[src/hdl/spid_pkg.sv]
// shared widths, register indexes and pipeline stage types for the speed pid
package spid_pkg;

   // field and state widths
   localparam int SPEED_W    = 16;
   localparam int GAIN_W     = 16;
   localparam int ERR_W      = 24;
   localparam int SUM_W      = 32;
   localparam int DRIVE_W    = 8;
   localparam int CSR_IDX_W  = 2;
   localparam int FRAC_SHIFT = 14;
   localparam int DRIVE_TOP  = 100;
   localparam int MAG_W      = $clog2(DRIVE_TOP + 1);

   // product and raw sum widths (gains enter as signed with a zero top bit)
   localparam int PP_W  = ERR_W + GAIN_W + 1;
   localparam int PD_W  = ERR_W + 1 + GAIN_W + 1;
   localparam int PI_W  = SUM_W + GAIN_W + 1;
   localparam int RAW_W = PI_W + 2;

   // register indexes
   localparam logic [CSR_IDX_W-1:0] CSR_PROP_GAIN  = CSR_IDX_W'(0);
   localparam logic [CSR_IDX_W-1:0] CSR_DERIV_GAIN = CSR_IDX_W'(1);
   localparam logic [CSR_IDX_W-1:0] CSR_INTEG_GAIN = CSR_IDX_W'(2);

   typedef struct packed {
      logic [GAIN_W-1:0] prop;
      logic [GAIN_W-1:0] deriv;
      logic [GAIN_W-1:0] integ;
   } gains_type;

   // error stage to multiply stage
   typedef struct packed {
      logic signed [ERR_W-1:0] err;
      logic signed [ERR_W:0]   err_delta;
      logic signed [SUM_W-1:0] sum_used;
      logic                    reverse;
   } err_stage_type;

   // multiply stage to output stage
   typedef struct packed {
      logic signed [PP_W-1:0] p_term;
      logic signed [PD_W-1:0] d_term;
      logic signed [PI_W-1:0] i_term;
      logic                   reverse;
   } prod_stage_type;

endpackage

[src/hdl/spid_chan_if.sv]
// channel interfaces: sample input, drive result and register write port

interface spid_req_if import spid_pkg::*; ();
   logic                      valid;
   logic                      ready;
   logic signed [SPEED_W-1:0] target_speed;
   logic signed [SPEED_W-1:0] measured_speed;

   modport source (output valid, output target_speed, output measured_speed, input ready);
   modport sink (input valid, input target_speed, input measured_speed, output ready);
endinterface

interface spid_rsp_if import spid_pkg::*; ();
   logic                      valid;
   logic                      ready;
   logic signed [DRIVE_W-1:0] drive;
   logic                      clamped;

   modport source (output valid, output drive, output clamped, input ready);
   modport sink (input valid, input drive, input clamped, output ready);
endinterface

interface spid_csr_if import spid_pkg::*; ();
   logic                 valid;
   logic                 ready;
   logic [CSR_IDX_W-1:0] index;
   logic [GAIN_W-1:0]    data;

   modport source (output valid, output index, output data, input ready);
   modport sink (input valid, input index, input data, output ready);
endinterface

[src/hdl/spid_err.sv]
// error stage: error selection, saturation and the last error / error sum state
module spid_err import spid_pkg::*; (
   input  logic                      clock,
   input  logic                      reset,
   input  logic                      in_valid,
   output logic                      in_ready,
   input  logic signed [SPEED_W-1:0] target_speed,
   input  logic signed [SPEED_W-1:0] measured_speed,
   output logic                      out_valid,
   input  logic                      out_ready,
   output err_stage_type             out_stage
);

   logic signed [ERR_W-1:0] last_error_ff, last_error_in;
   logic signed [SUM_W-1:0] error_sum_ff, error_sum_in;
   logic                    out_valid_ff, out_valid_in;
   err_stage_type           out_stage_ff, out_stage_in;

   logic                    load;
   logic                    accept;
   logic signed [SPEED_W:0] diff;
   logic                    behind;
   logic signed [ERR_W:0]   err_wide;
   logic signed [ERR_W-1:0] err;
   logic signed [SUM_W-1:0] sum_used;
   logic signed [SUM_W:0]   sum_wide;
   logic signed [SUM_W-1:0] sum_next;

   // stage advances when empty or when its transaction moves on
   assign load     = !out_valid_ff || out_ready;
   assign accept   = in_valid && load;
   assign in_ready = load;

   // error: plain difference, or carried on from the last error when measured runs ahead
   always_comb begin
      diff     = (SPEED_W + 1)'(target_speed) - (SPEED_W + 1)'(measured_speed);
      behind   = diff[SPEED_W];
      err_wide = behind ? ((ERR_W + 1)'(last_error_ff) + (ERR_W + 1)'(diff))
                        : (ERR_W + 1)'(diff);
      if (err_wide[ERR_W] != err_wide[ERR_W-1]) begin
         err = err_wide[ERR_W] ? {1'b1, {(ERR_W - 1){1'b0}}} : {1'b0, {(ERR_W - 1){1'b1}}};
      end else begin
         err = err_wide[ERR_W-1:0];
      end
      sum_used = behind ? '0 : error_sum_ff;
   end

   // saturating error sum update
   always_comb begin
      sum_wide = (SUM_W + 1)'(sum_used) + (SUM_W + 1)'(err);
      if (sum_wide[SUM_W] != sum_wide[SUM_W-1]) begin
         sum_next = sum_wide[SUM_W] ? {1'b1, {(SUM_W - 1){1'b0}}} : {1'b0, {(SUM_W - 1){1'b1}}};
      end else begin
         sum_next = sum_wide[SUM_W-1:0];
      end
   end

   // next state and stage register contents
   always_comb begin
      last_error_in = last_error_ff;
      error_sum_in  = error_sum_ff;
      out_valid_in  = out_valid_ff;
      out_stage_in  = out_stage_ff;
      if (load) begin
         out_valid_in = in_valid;
      end
      if (accept) begin
         last_error_in          = err;
         error_sum_in           = sum_next;
         out_stage_in.err       = err;
         out_stage_in.err_delta = (ERR_W + 1)'(err) - (ERR_W + 1)'(last_error_ff);
         out_stage_in.sum_used  = sum_used;
         out_stage_in.reverse   = target_speed[SPEED_W-1];
      end
   end

   always_ff @(posedge clock) begin
      if (reset) begin
         last_error_ff <= '0;
         error_sum_ff  <= '0;
         out_valid_ff  <= 1'b0;
      end else begin
         last_error_ff <= last_error_in;
         error_sum_ff  <= error_sum_in;
         out_valid_ff  <= out_valid_in;
      end
      out_stage_ff <= out_stage_in;
   end

   assign out_valid = out_valid_ff;
   assign out_stage = out_stage_ff;

   // a measured speed above target restarts the sum from the new error
   a_sum_restart : assert property (@(posedge clock) disable iff (reset)
      accept && behind |=> error_sum_ff == SUM_W'(last_error_ff))
      else $error("error sum not restarted from the carried error");

   // state moves only with an accepted transaction
   a_state_hold : assert property (@(posedge clock) disable iff (reset)
      !accept |=> $stable(last_error_ff) && $stable(error_sum_ff))
      else $error("pid state changed without a transaction");

   // the staged error and the stored last error agree
   a_stage_state : assert property (@(posedge clock) disable iff (reset)
      accept |=> out_valid_ff && out_stage_ff.err == last_error_ff)
      else $error("staged error differs from stored last error");

endmodule

[src/hdl/spid_mul.sv]
// multiply stage: proportional, derivative and integral products
module spid_mul import spid_pkg::*; (
   input  logic           clock,
   input  logic           reset,
   input  gains_type      gains,
   input  logic           in_valid,
   output logic           in_ready,
   input  err_stage_type  in_stage,
   output logic           out_valid,
   input  logic           out_ready,
   output prod_stage_type out_stage
);

   logic           out_valid_ff, out_valid_in;
   prod_stage_type out_stage_ff, out_stage_in;
   logic           load;

   assign load     = !out_valid_ff || out_ready;
   assign in_ready = load;

   // three independent products, gains taken as non-negative signed values
   always_comb begin
      out_valid_in = out_valid_ff;
      out_stage_in = out_stage_ff;
      if (load) begin
         out_valid_in = in_valid;
         out_stage_in.p_term  = in_stage.err * $signed({1'b0, gains.prop});
         out_stage_in.d_term  = in_stage.err_delta * $signed({1'b0, gains.deriv});
         out_stage_in.i_term  = in_stage.sum_used * $signed({1'b0, gains.integ});
         out_stage_in.reverse = in_stage.reverse;
      end
   end

   always_ff @(posedge clock) begin
      if (reset) begin
         out_valid_ff <= 1'b0;
      end else begin
         out_valid_ff <= out_valid_in;
      end
      out_stage_ff <= out_stage_in;
   end

   assign out_valid = out_valid_ff;
   assign out_stage = out_stage_ff;

endmodule

[src/hdl/spid_out.sv]
// output stage: sum of terms, clamp to 0..100, reverse sign and result register
module spid_out import spid_pkg::*; (
   input  logic                      clock,
   input  logic                      reset,
   input  logic                      in_valid,
   output logic                      in_ready,
   input  prod_stage_type            in_stage,
   output logic                      out_valid,
   input  logic                      out_ready,
   output logic signed [DRIVE_W-1:0] drive,
   output logic                      clamped
);

   localparam logic signed [RAW_W-1:0] RAW_TOP = RAW_W'(DRIVE_TOP) <<< FRAC_SHIFT;
   localparam logic signed [DRIVE_W-1:0] DRIVE_MAX = DRIVE_W'(DRIVE_TOP);

   logic                      out_valid_ff, out_valid_in;
   logic signed [DRIVE_W-1:0] drive_ff, drive_in;
   logic                      clamped_ff, clamped_in;
   logic                      load;
   logic signed [RAW_W-1:0]   raw;
   logic                      below;
   logic                      above;
   logic [MAG_W-1:0]          mag;
   logic signed [DRIVE_W-1:0] mag_ext;

   assign load     = !out_valid_ff || out_ready;
   assign in_ready = load;

   // raw sum and clamp
   always_comb begin
      raw   = RAW_W'(in_stage.p_term) + RAW_W'(in_stage.d_term) + RAW_W'(in_stage.i_term);
      below = raw[RAW_W-1];
      above = !below && (raw > RAW_TOP);
      if (below) begin
         mag = '0;
      end else if (above) begin
         mag = MAG_W'(DRIVE_TOP);
      end else begin
         mag = raw[FRAC_SHIFT+MAG_W-1:FRAC_SHIFT];
      end
      mag_ext = DRIVE_W'(mag);
   end

   // result register
   always_comb begin
      out_valid_in = out_valid_ff;
      drive_in     = drive_ff;
      clamped_in   = clamped_ff;
      if (load) begin
         out_valid_in = in_valid;
         drive_in     = in_stage.reverse ? -mag_ext : mag_ext;
         clamped_in   = below || above;
      end
   end

   always_ff @(posedge clock) begin
      if (reset) begin
         out_valid_ff <= 1'b0;
      end else begin
         out_valid_ff <= out_valid_in;
      end
      drive_ff   <= drive_in;
      clamped_ff <= clamped_in;
   end

   assign out_valid = out_valid_ff;
   assign drive     = drive_ff;
   assign clamped   = clamped_ff;

   // drive stays within the percent range
   a_drive_range : assert property (@(posedge clock) disable iff (reset)
      out_valid_ff |-> drive_ff <= DRIVE_MAX && drive_ff >= -DRIVE_MAX)
      else $error("drive outside percent range");

   // a clamped result sits on one of the range ends
   a_clamp_ends : assert property (@(posedge clock) disable iff (reset)
      out_valid_ff && clamped_ff |->
         drive_ff == '0 || drive_ff == DRIVE_MAX || drive_ff == -DRIVE_MAX)
      else $error("clamped drive not at a range end");

endmodule

[src/hdl/speed_pid_one_sided_clamp_top.sv]
// top level of the speed pid with one-sided output clamp
//
// Speed PID controller: each req transaction carries a target and a measured speed
// (signed Q8.8) and yields one rsp transaction with a drive percent of -100..100 and a
// clamp flag. A new sample is taken every clock cycle while the rsp side does not hold
// the pipeline. A sample passes three registers (error stage, multiply stage, output
// register) before its result is presented on rsp. A stalled rsp side only holds the
// pipeline once all three stages are full. The rate is set by the error stage, where
// the last error and the error sum are updated in the cycle a sample is accepted so
// the next sample can use them at once. Gains are unsigned Q10.6, written through the
// csr port (index 0 proportional, 1 derivative, 2 integral, index 3 ignored); the user
// must write them only while no sample is in flight, which the block does not enforce.
// All gains reset to zero.
module speed_pid_one_sided_clamp_top import spid_pkg::*; (
   input  logic        clock,
   input  logic        reset,
   spid_req_if.sink    req_chan,
   spid_rsp_if.source  rsp_chan,
   spid_csr_if.sink    csr_chan
);

   gains_type      gains_ff, gains_in;
   logic           err_valid;
   logic           err_ready;
   err_stage_type  err_stage;
   logic           mul_valid;
   logic           mul_ready;
   prod_stage_type mul_stage;

   // gain registers, always ready for a write transaction
   assign csr_chan.ready = 1'b1;

   always_comb begin
      gains_in = gains_ff;
      if (csr_chan.valid) begin
         unique case (csr_chan.index)
            CSR_PROP_GAIN:  gains_in.prop  = csr_chan.data;
            CSR_DERIV_GAIN: gains_in.deriv = csr_chan.data;
            CSR_INTEG_GAIN: gains_in.integ = csr_chan.data;
            default:        gains_in       = gains_ff;
         endcase
      end
   end

   always_ff @(posedge clock) begin
      if (reset) begin
         gains_ff <= '0;
      end else begin
         gains_ff <= gains_in;
      end
   end

   // error stage
   spid_err u_err (
      .clock          (clock),
      .reset          (reset),
      .in_valid       (req_chan.valid),
      .in_ready       (req_chan.ready),
      .target_speed   (req_chan.target_speed),
      .measured_speed (req_chan.measured_speed),
      .out_valid      (err_valid),
      .out_ready      (err_ready),
      .out_stage      (err_stage)
   );

   // multiply stage
   spid_mul u_mul (
      .clock     (clock),
      .reset     (reset),
      .gains     (gains_ff),
      .in_valid  (err_valid),
      .in_ready  (err_ready),
      .in_stage  (err_stage),
      .out_valid (mul_valid),
      .out_ready (mul_ready),
      .out_stage (mul_stage)
   );

   // clamp and result register
   spid_out u_out (
      .clock     (clock),
      .reset     (reset),
      .in_valid  (mul_valid),
      .in_ready  (mul_ready),
      .in_stage  (mul_stage),
      .out_valid (rsp_chan.valid),
      .out_ready (rsp_chan.ready),
      .drive     (rsp_chan.drive),
      .clamped   (rsp_chan.clamped)
   );

endmodule

[src/flat_wrapper.sv]
// flat-port wrapper written by rule: the top's interface ports become plain ports
module speed_pid_one_sided_clamp_top_flat import spid_pkg::*;
  (clock, reset, req_chan_valid, req_chan_target_speed, req_chan_measured_speed, req_chan_ready, rsp_chan_valid, rsp_chan_drive, rsp_chan_clamped, rsp_chan_ready, csr_chan_valid, csr_chan_index, csr_chan_data, csr_chan_ready);
  spid_req_if req_chan_i ();
  spid_rsp_if rsp_chan_i ();
  spid_csr_if csr_chan_i ();
  input  logic clock;
  input  logic reset;
  input wire logic [$bits(req_chan_i.valid)-1:0] req_chan_valid;
  input wire logic [$bits(req_chan_i.target_speed)-1:0] req_chan_target_speed;
  input wire logic [$bits(req_chan_i.measured_speed)-1:0] req_chan_measured_speed;
  output wire logic [$bits(req_chan_i.ready)-1:0] req_chan_ready;
  output wire logic [$bits(rsp_chan_i.valid)-1:0] rsp_chan_valid;
  output wire logic [$bits(rsp_chan_i.drive)-1:0] rsp_chan_drive;
  output wire logic [$bits(rsp_chan_i.clamped)-1:0] rsp_chan_clamped;
  input wire logic [$bits(rsp_chan_i.ready)-1:0] rsp_chan_ready;
  input wire logic [$bits(csr_chan_i.valid)-1:0] csr_chan_valid;
  input wire logic [$bits(csr_chan_i.index)-1:0] csr_chan_index;
  input wire logic [$bits(csr_chan_i.data)-1:0] csr_chan_data;
  output wire logic [$bits(csr_chan_i.ready)-1:0] csr_chan_ready;
  assign req_chan_i.valid = req_chan_valid;
  assign req_chan_i.target_speed = req_chan_target_speed;
  assign req_chan_i.measured_speed = req_chan_measured_speed;
  assign req_chan_ready = req_chan_i.ready;
  assign rsp_chan_valid = rsp_chan_i.valid;
  assign rsp_chan_drive = rsp_chan_i.drive;
  assign rsp_chan_clamped = rsp_chan_i.clamped;
  assign rsp_chan_i.ready = rsp_chan_ready;
  assign csr_chan_i.valid = csr_chan_valid;
  assign csr_chan_i.index = csr_chan_index;
  assign csr_chan_i.data = csr_chan_data;
  assign csr_chan_ready = csr_chan_i.ready;
  speed_pid_one_sided_clamp_top u_core (.clock(clock), .reset(reset), .req_chan(req_chan_i), .rsp_chan(rsp_chan_i), .csr_chan(csr_chan_i));
endmodule
[config.mk]
export PLATFORM = sky130hd
export DESIGN_NAME = speed_pid_one_sided_clamp_top_flat
export DESIGN_NICKNAME = d
export VERILOG_FILES = /design/src/hdl/spid_pkg.sv /design/src/hdl/spid_chan_if.sv /design/src/hdl/spid_err.sv /design/src/hdl/spid_mul.sv /design/src/hdl/spid_out.sv /design/src/hdl/speed_pid_one_sided_clamp_top.sv /design/src/flat_wrapper.sv
export SDC_FILE = /design/constraint.sdc
export NUM_CORES = 2
export LEC_CHECK = 0
export BUFFER_PORTS_ARGS = -buffer_cell sky130_fd_sc_hd__buf_2
export CORE_MARGIN = 10
export CORE_UTILIZATION = 67
export CTS_CLUSTER_SIZE = 8
export DETAILED_ROUTE_END_ITERATION = 12
export MAX_ROUTING_LAYER = met4
export PLACE_DENSITY_LB_ADDON = 0.08
export SLEW_MARGIN = 15
export SYNTH_ARGS = -nofsm -noshare
export SYNTH_HDL_FRONTEND = slang
export SYNTH_HIERARCHICAL = 1
export SYNTH_SLANG_ARGS = --single-unit
[constraint.sdc]
create_clock -name clock -period 9.82 [get_ports clock]
set_clock_uncertainty 0.1 [all_clocks]
set_input_delay 1.473 -clock clock [delete_from_list [all_inputs] [get_ports clock]]
set_output_delay 1.473 -clock clock [all_outputs]
set_load 0.03 [all_outputs]
# After elaboration in Yosys (flattened, before gate mapping)
# Cells that the tools add are included.
# word_totals
regBits,331
inputBits,55
elab_cells,57
# op_classes
n_addsub,7
multipliers,3
order_cmp,1
n_eq_ne,4
mux,9
reduce_logical,14
# op_table
op,count
32-bit 2-to-1 mux,3
43-bit by 49-bit adder with 50-bit output,1
50-bit by 22-bit > comparator with 1-bit output (second input constant),1
32-bit by 17-bit multiplier with 49-bit output,1
24-bit 2-to-1 mux,2
41-bit by 42-bit adder with 43-bit output,1
25-bit by 17-bit multiplier with 42-bit output,1
24-bit by 17-bit multiplier with 41-bit output,1
32-bit by 24-bit adder with 33-bit output,1
24-bit by 17-bit adder with 25-bit output,1
25-bit 2-to-1 mux,1
24-bit by 24-bit subtractor with 25-bit output,1
7-bit 2-to-1 mux,3
16-bit by 16-bit subtractor with 17-bit output,1
7-bit negation with 8-bit output,1
2-bit AND reduction,3
1-bit zero test,4
1-bit logical OR,4
2-bit by 1-bit == test with 1-bit output (second input constant),1
2-bit == test (second input constant),1
1-bit logical AND,2
2-bit zero test,1
1-bit != test,2

# Longest topological paths before layout
# logic_depth
word_depth,8
ltp_mapped,36
depth_no_buf,33

# By module
# Netlist, hierarchy kept.
# modules_own_cells
mod,n_inst,cells_per_inst,area_each_um2
spid_mul,1,5433,50277.0
spid_err,1,1160,10425.0
spid_out,1,648,5019.8
speed_pid_one_sided_clamp_top,1,180,1971.9

# Worst setup path after synthesis
# OpenSTA, ideal clock, no wires.
# synth_path
kind,in2reg
from,in rsp_chan_ready
to,"reg u_core.u_err.out_stage_ff, in the netlist u_core/u_err/out_stage[0], enable pin"
setup_ns,0.478
arrival_ns,8.644
required_time_ns,9.242
setup_slack_ns,0.597
stages,7
n_path_buf,2
path_cell_list,nand2b_1 nand2b_1 nand2b_1 nand2_1 inv_1 clkbuf_1 clkbuf_1
# synth_via
elab_chain_cells,4
# synth_rtl
item,line_no,source
from (decl),flat_wrapper.sv:16,input wire logic [$bits(rsp_chan_i.ready)-1:0] rsp_chan_ready;
1-bit logical OR,spid_out.sv:27,assign load = !out_valid_ff || out_ready;
1-bit logical OR,spid_mul.sv:18,assign load = !out_valid_ff || out_ready;
net u_core.err_ready,speed_pid_one_sided_clamp_top.sv:24,logic err_ready;
1-bit logical OR,spid_err.sv:30,assign load = !out_valid_ff || out_ready;
net req_chan_ready,flat_wrapper.sv:12,output wire logic [$bits(req_chan_i.ready)-1:0] req_chan_ready;
1-bit logical AND,spid_err.sv:31,assign accept = in_valid && load;
net u_core.u_err.accept,spid_err.sv:20,logic accept;
to (signal assigned),spid_err.sv:87,out_stage_ff <= out_stage_in;
to (decl),spid_err.sv:17,"err_stage_type out_stage_ff, out_stage_in;"
# The timed path passes the listed nets, and every way through them passes these cells.
# A chain may end at the register's enable or synchronous reset.

# Final worst setup path
# layout_path
from,in req_chan_target_speed[0]
to,reg u_core.u_err.error_sum_ff[6]
# layout_via
elab_chain_cells,8
elab_cells_between_ends,11
cone_classes,add/sub (3); eq/ne (2); mux (6)
# layout_rtl
item,line_no,source
from (decl),flat_wrapper.sv:10,input wire logic [$bits(req_chan_i.target_speed)-1:0] req_chan_target_speed;
16-bit by 16-bit subtractor with 17-bit output (*),spid_err.sv:36,diff = (SPEED_W + 1)'(target_speed) - (SPEED_W + 1)'(measured_speed);
24-bit by 17-bit adder with 25-bit output,spid_err.sv:38,err_wide = behind ? ((ERR_W + 1)'(last_error_ff) + (ERR_W + 1)'(diff))
25-bit 2-to-1 mux (*),spid_err.sv:38,
24-bit 2-to-1 mux / 1-bit != test (equally long branches),"spid_err.sv:41, spid_err.sv:40",
24-bit 2-to-1 mux (*),spid_err.sv:40,if (err_wide[ERR_W] != err_wide[ERR_W-1]) begin
net u_core.u_err.err[5],spid_err.sv:24,logic signed [ERR_W-1:0] err;
32-bit by 24-bit adder with 33-bit output (*),spid_err.sv:50,sum_wide = (SUM_W + 1)'(sum_used) + (SUM_W + 1)'(err);
32-bit 2-to-1 mux / 1-bit != test (equally long branches),"spid_err.sv:52, spid_err.sv:51",
32-bit 2-to-1 mux (*),spid_err.sv:51,if (sum_wide[SUM_W] != sum_wide[SUM_W-1]) begin
to (signal assigned),spid_err.sv:84,error_sum_ff <= error_sum_in;
to (decl),spid_err.sv:15,"logic signed [SUM_W-1:0] error_sum_ff, error_sum_in;"
# The timed path passes the listed nets; every way through them passes the cells marked *.

==> metrics.yaml <==
outcome:
  status: "finished, final reports clean"
sta:
  worst_slew_pin_slew_ns: 1.33
  max_freq_mhz: 107
  slew_violations: 0
  setup_viol_count_final: 0
  post-route-worst-setup-slack_ns: 0.458
  rsz0062_at_grt: "no"
  holdWs_ns: 0.382
  period_share_pct: 95.3
  slew_headroom_pct: 11.0
  hold_violations: 0
  period_needed_ns: 9.36
final_layout:
  fillCellCount: 7902
  layout-drive-gt1-share_pct: 4.01
  final_common_cell: "inv_1"
  post-route-util_pct: 70.5
  nets: 9157
  multi_input_area_um2: 51400
  area_growth_pct: 4.32
  regArea_um2: 8880
  mostFrequentLayoutCells: "1,641 x inv_1, 1,311 x fa_1, 964 x nand2_1"
  instances_no_fill: 8675
clock_network:
  post_cts_buffers: 0
  clkTransAtPathRegs_ns: 0.05
  numCtsBuffers: 49
  hold_buffers: 0
  postCtsResizedCells: 0
  cts_tree: "built"
  cts_root_buf: "clkbuf_16"
  clock_latency_ns: 0.61
  htreeDepth: 2
  cts.sinks: 331
  cts.path.max_buffers: 3
grt:
  grt-ovfl-total: 0
  antenna_found_initial: 10
  grt_max_degree: 71
  grt_pass1_vias: 54134
  grt_usage_pct: 34.8
  grt_pass1_wl_um: 298000
worst_setup_path:
  cp_common_cell: "ha_1"
  crit_fanout: 32
  slowest_delay_ns: 0.67
  start_kind: "input pin"
  worstSetupEndpointType: "flip-flop"
  crit_required_ns: 10.21
  cp_slowest_cell: "or4b_2"
  cpLargestDelayFamily: "compound AO/OA/AOI/OAI gates"
  crit_type: "input pin to flip-flop"
  crit_buf_inv: 5
  arrival_ns: 9.75
route:
  firstDrtPassIters: 6
  num_vias: 51349
  drcViolationCount: 0
  wirelength_um: 188000
  first_iter_violations: 4391
  drtAntennaViolNets: 0
  via_per_inst: 5.92
  wire_per_inst_um: 21.7
die:
  io_pins: 67
  initial_utilization_pct: 67.6
  fp.coreArea_um2: 100000
  rows: 116
  die_area_um2: 114000
  die_h_um: 338
  chipWidth_um: 338
yosys:
  synth_top_area_share_pct: 38.8
  yosysTopAreaCell: "fa_1"
  avgSynthCellArea_um2: 9.12
  yosys-top-cells-area: "fa_1 39%, edfxtp_1 9.9%, inv_1 9.1%, ha_1 8.7%, and2_1 5.4%"
  yosys_warnings: 6
  synth_flop_cell: "edfxtp_1"
  ys_seq_area_share_pct: 13.1
  synth_async_sr_flop_share_pct: 0
  synth_area_um2: 67700
  synth_cell_type_count: 108
  ys_ff_latch: 331
  syn-num-nets: 9255
  synth_fa_ha_area_share_pct: 47.9
  synth-simple-area-share_pct: 15.7
  synthMuxAreaShare_pct: 0.832
  synth-compound-area-share_pct: 8.51
  postSynthCellCount: 7421
  synth_edf_count: 224
  synth_top_family_by_area: "adder cells"
  synth-xor-area-share_pct: 2.96
power_and_ir_drop:
  ir_worst_vdd_mv: 0.208
  power_density_nw_per_um2: 179
  p_leak_uw: 0.0357
place:
  dp.cells: 8570
  portBuffers: 65
  dp_slack_ns: -0.0611
  dp_hpwl_um: 150000
  place.gp.congestion: 0.991
run:
  drv_cap: 0
hold_path:
  hp-class: "flip-flop to flip-flop"
-- report_power, final --
part           switching [uW]  internal [uW]
clock                     660           1030
combinational            5040           3050
sequential                861           2000
total                    6560           6080
-- synthesized netlist by cell type, types with 107 or more instances --
cell type and n:
clkbuf_1 256, o21ai_0 149, fa_1 1311, and2_1 582, a21oi_1 235, a21o_1 115
ha_1 468, nand2_1 964, inv_1 1642, nor2_1 218, dfxtp_1 107, xnor2_1 155
edfxtp_1 224
-- routing by layer --
metal	wire, um	track usage, %	part of all wire, %
met1	75700	44.4	40
met2	85100	53.6	45
met3	16400	6.74	8.7
met4	10900	16.6	5.8
met5	0	-	0
-- final timing paths --
kind / from / endpoint / slack (ns) / depth (start not counted)
setup / recovery: req_chan_target_speed[0] / u_core/u_err/error_sum_ff[6] / 0.46 / 34
hold / removal: u_core/u_err/error_sum_ff[31] / u_core/u_err/error_sum_ff[31] / 0.38 / 2
setup reg to reg: u_core/gains_ff[34] / u_core/u_mul/out_stage[132] / 1.25 / 21
hold reg to reg: u_core/u_err/error_sum_ff[31] / u_core/u_err/error_sum_ff[31] / 0.38 / 2
-- layout make-up --
| type | count | area share (%) |
|---|---|---|
| diodes | 14 | 0.0496 |
| clock buffers | 87 | 2.03 |
| clock inverters | 4 | 0.105 |
| inverters | 1644 | 8.74 |
| multi-input cells | 5143 | 72.8 |
| flip-flops and latches | 331 | 12.6 |
| well taps | 1298 | 2.30 |
| repair buffers | 154 | 1.42 |
-- kinds of logic (layout without fill, tap and decap cells) --
| kind of cell | count (synthesis) | after routing |
|---|---|---|
| AOI/OAI and AO/OA | 869 | 869 |
| xor gates and xnor gates | 227 | 227 |
| adders and majority gates | 1810 | 1810 |
| buffers and inverters | 1947 | 1889 |
| DFF | 331 | 331 |
| muxes | 56 | 56 |
| other | 1 | 15 |
| and+or+nand+nor | 2180 | 2180 |
-- per-stage QoR --
| stage | total power (uW) | TNS (ns) | instance area [um2] |
|---|---|---|---|
| floorplan | 8250 | 0 | 67700 |
| global placement | 10600 | 0 | 69100 |
| detailed placement | 10700 | -0.0611 | 69100 |
| CTS | 12500 | 0 | 70600 |
| global route | 13600 | 0 | 70600 |
| finish | 12600 | 0 | 70600 |
-- worst reg2reg max path, cell delays in order, from the launching register on --
cell and delay (ns):
dfxtp_1 1.02, nand2_1 0.23, fa_1 0.57, fa_1 0.58, fa_1 0.47, fa_1 0.56, inv_1 0.05, fa_1 0.47
inv_1 0.05, fa_1 0.49, inv_1 0.05, ha_1 0.35, o21ai_0 0.11, a32oi_1 0.15, o21ai_0 0.30, o211a_1 0.37
o31ai_1 0.48, a21oi_1 0.23, o31ai_1 0.33, a31o_2 0.21, a21oi_1 0.08, xnor2_1 0.93
-- sequential cells by signal (all words and copies together), names as in the netlist --
name	cells
u_core/u_out/clamped	1
u_core/u_out/out_valid	1
u_core/u_out/drive	8
u_core/u_err/error_sum_ff	32
u_core/u_err/out_stage	82
u_core/u_mul/out_stage	133
u_core/gains_ff	48
u_core/u_mul/out_valid	1
u_core/u_err/last_error_ff	24
u_core/u_err/out_valid	1
Note: power is estimated with default switching activity, not from simulation.
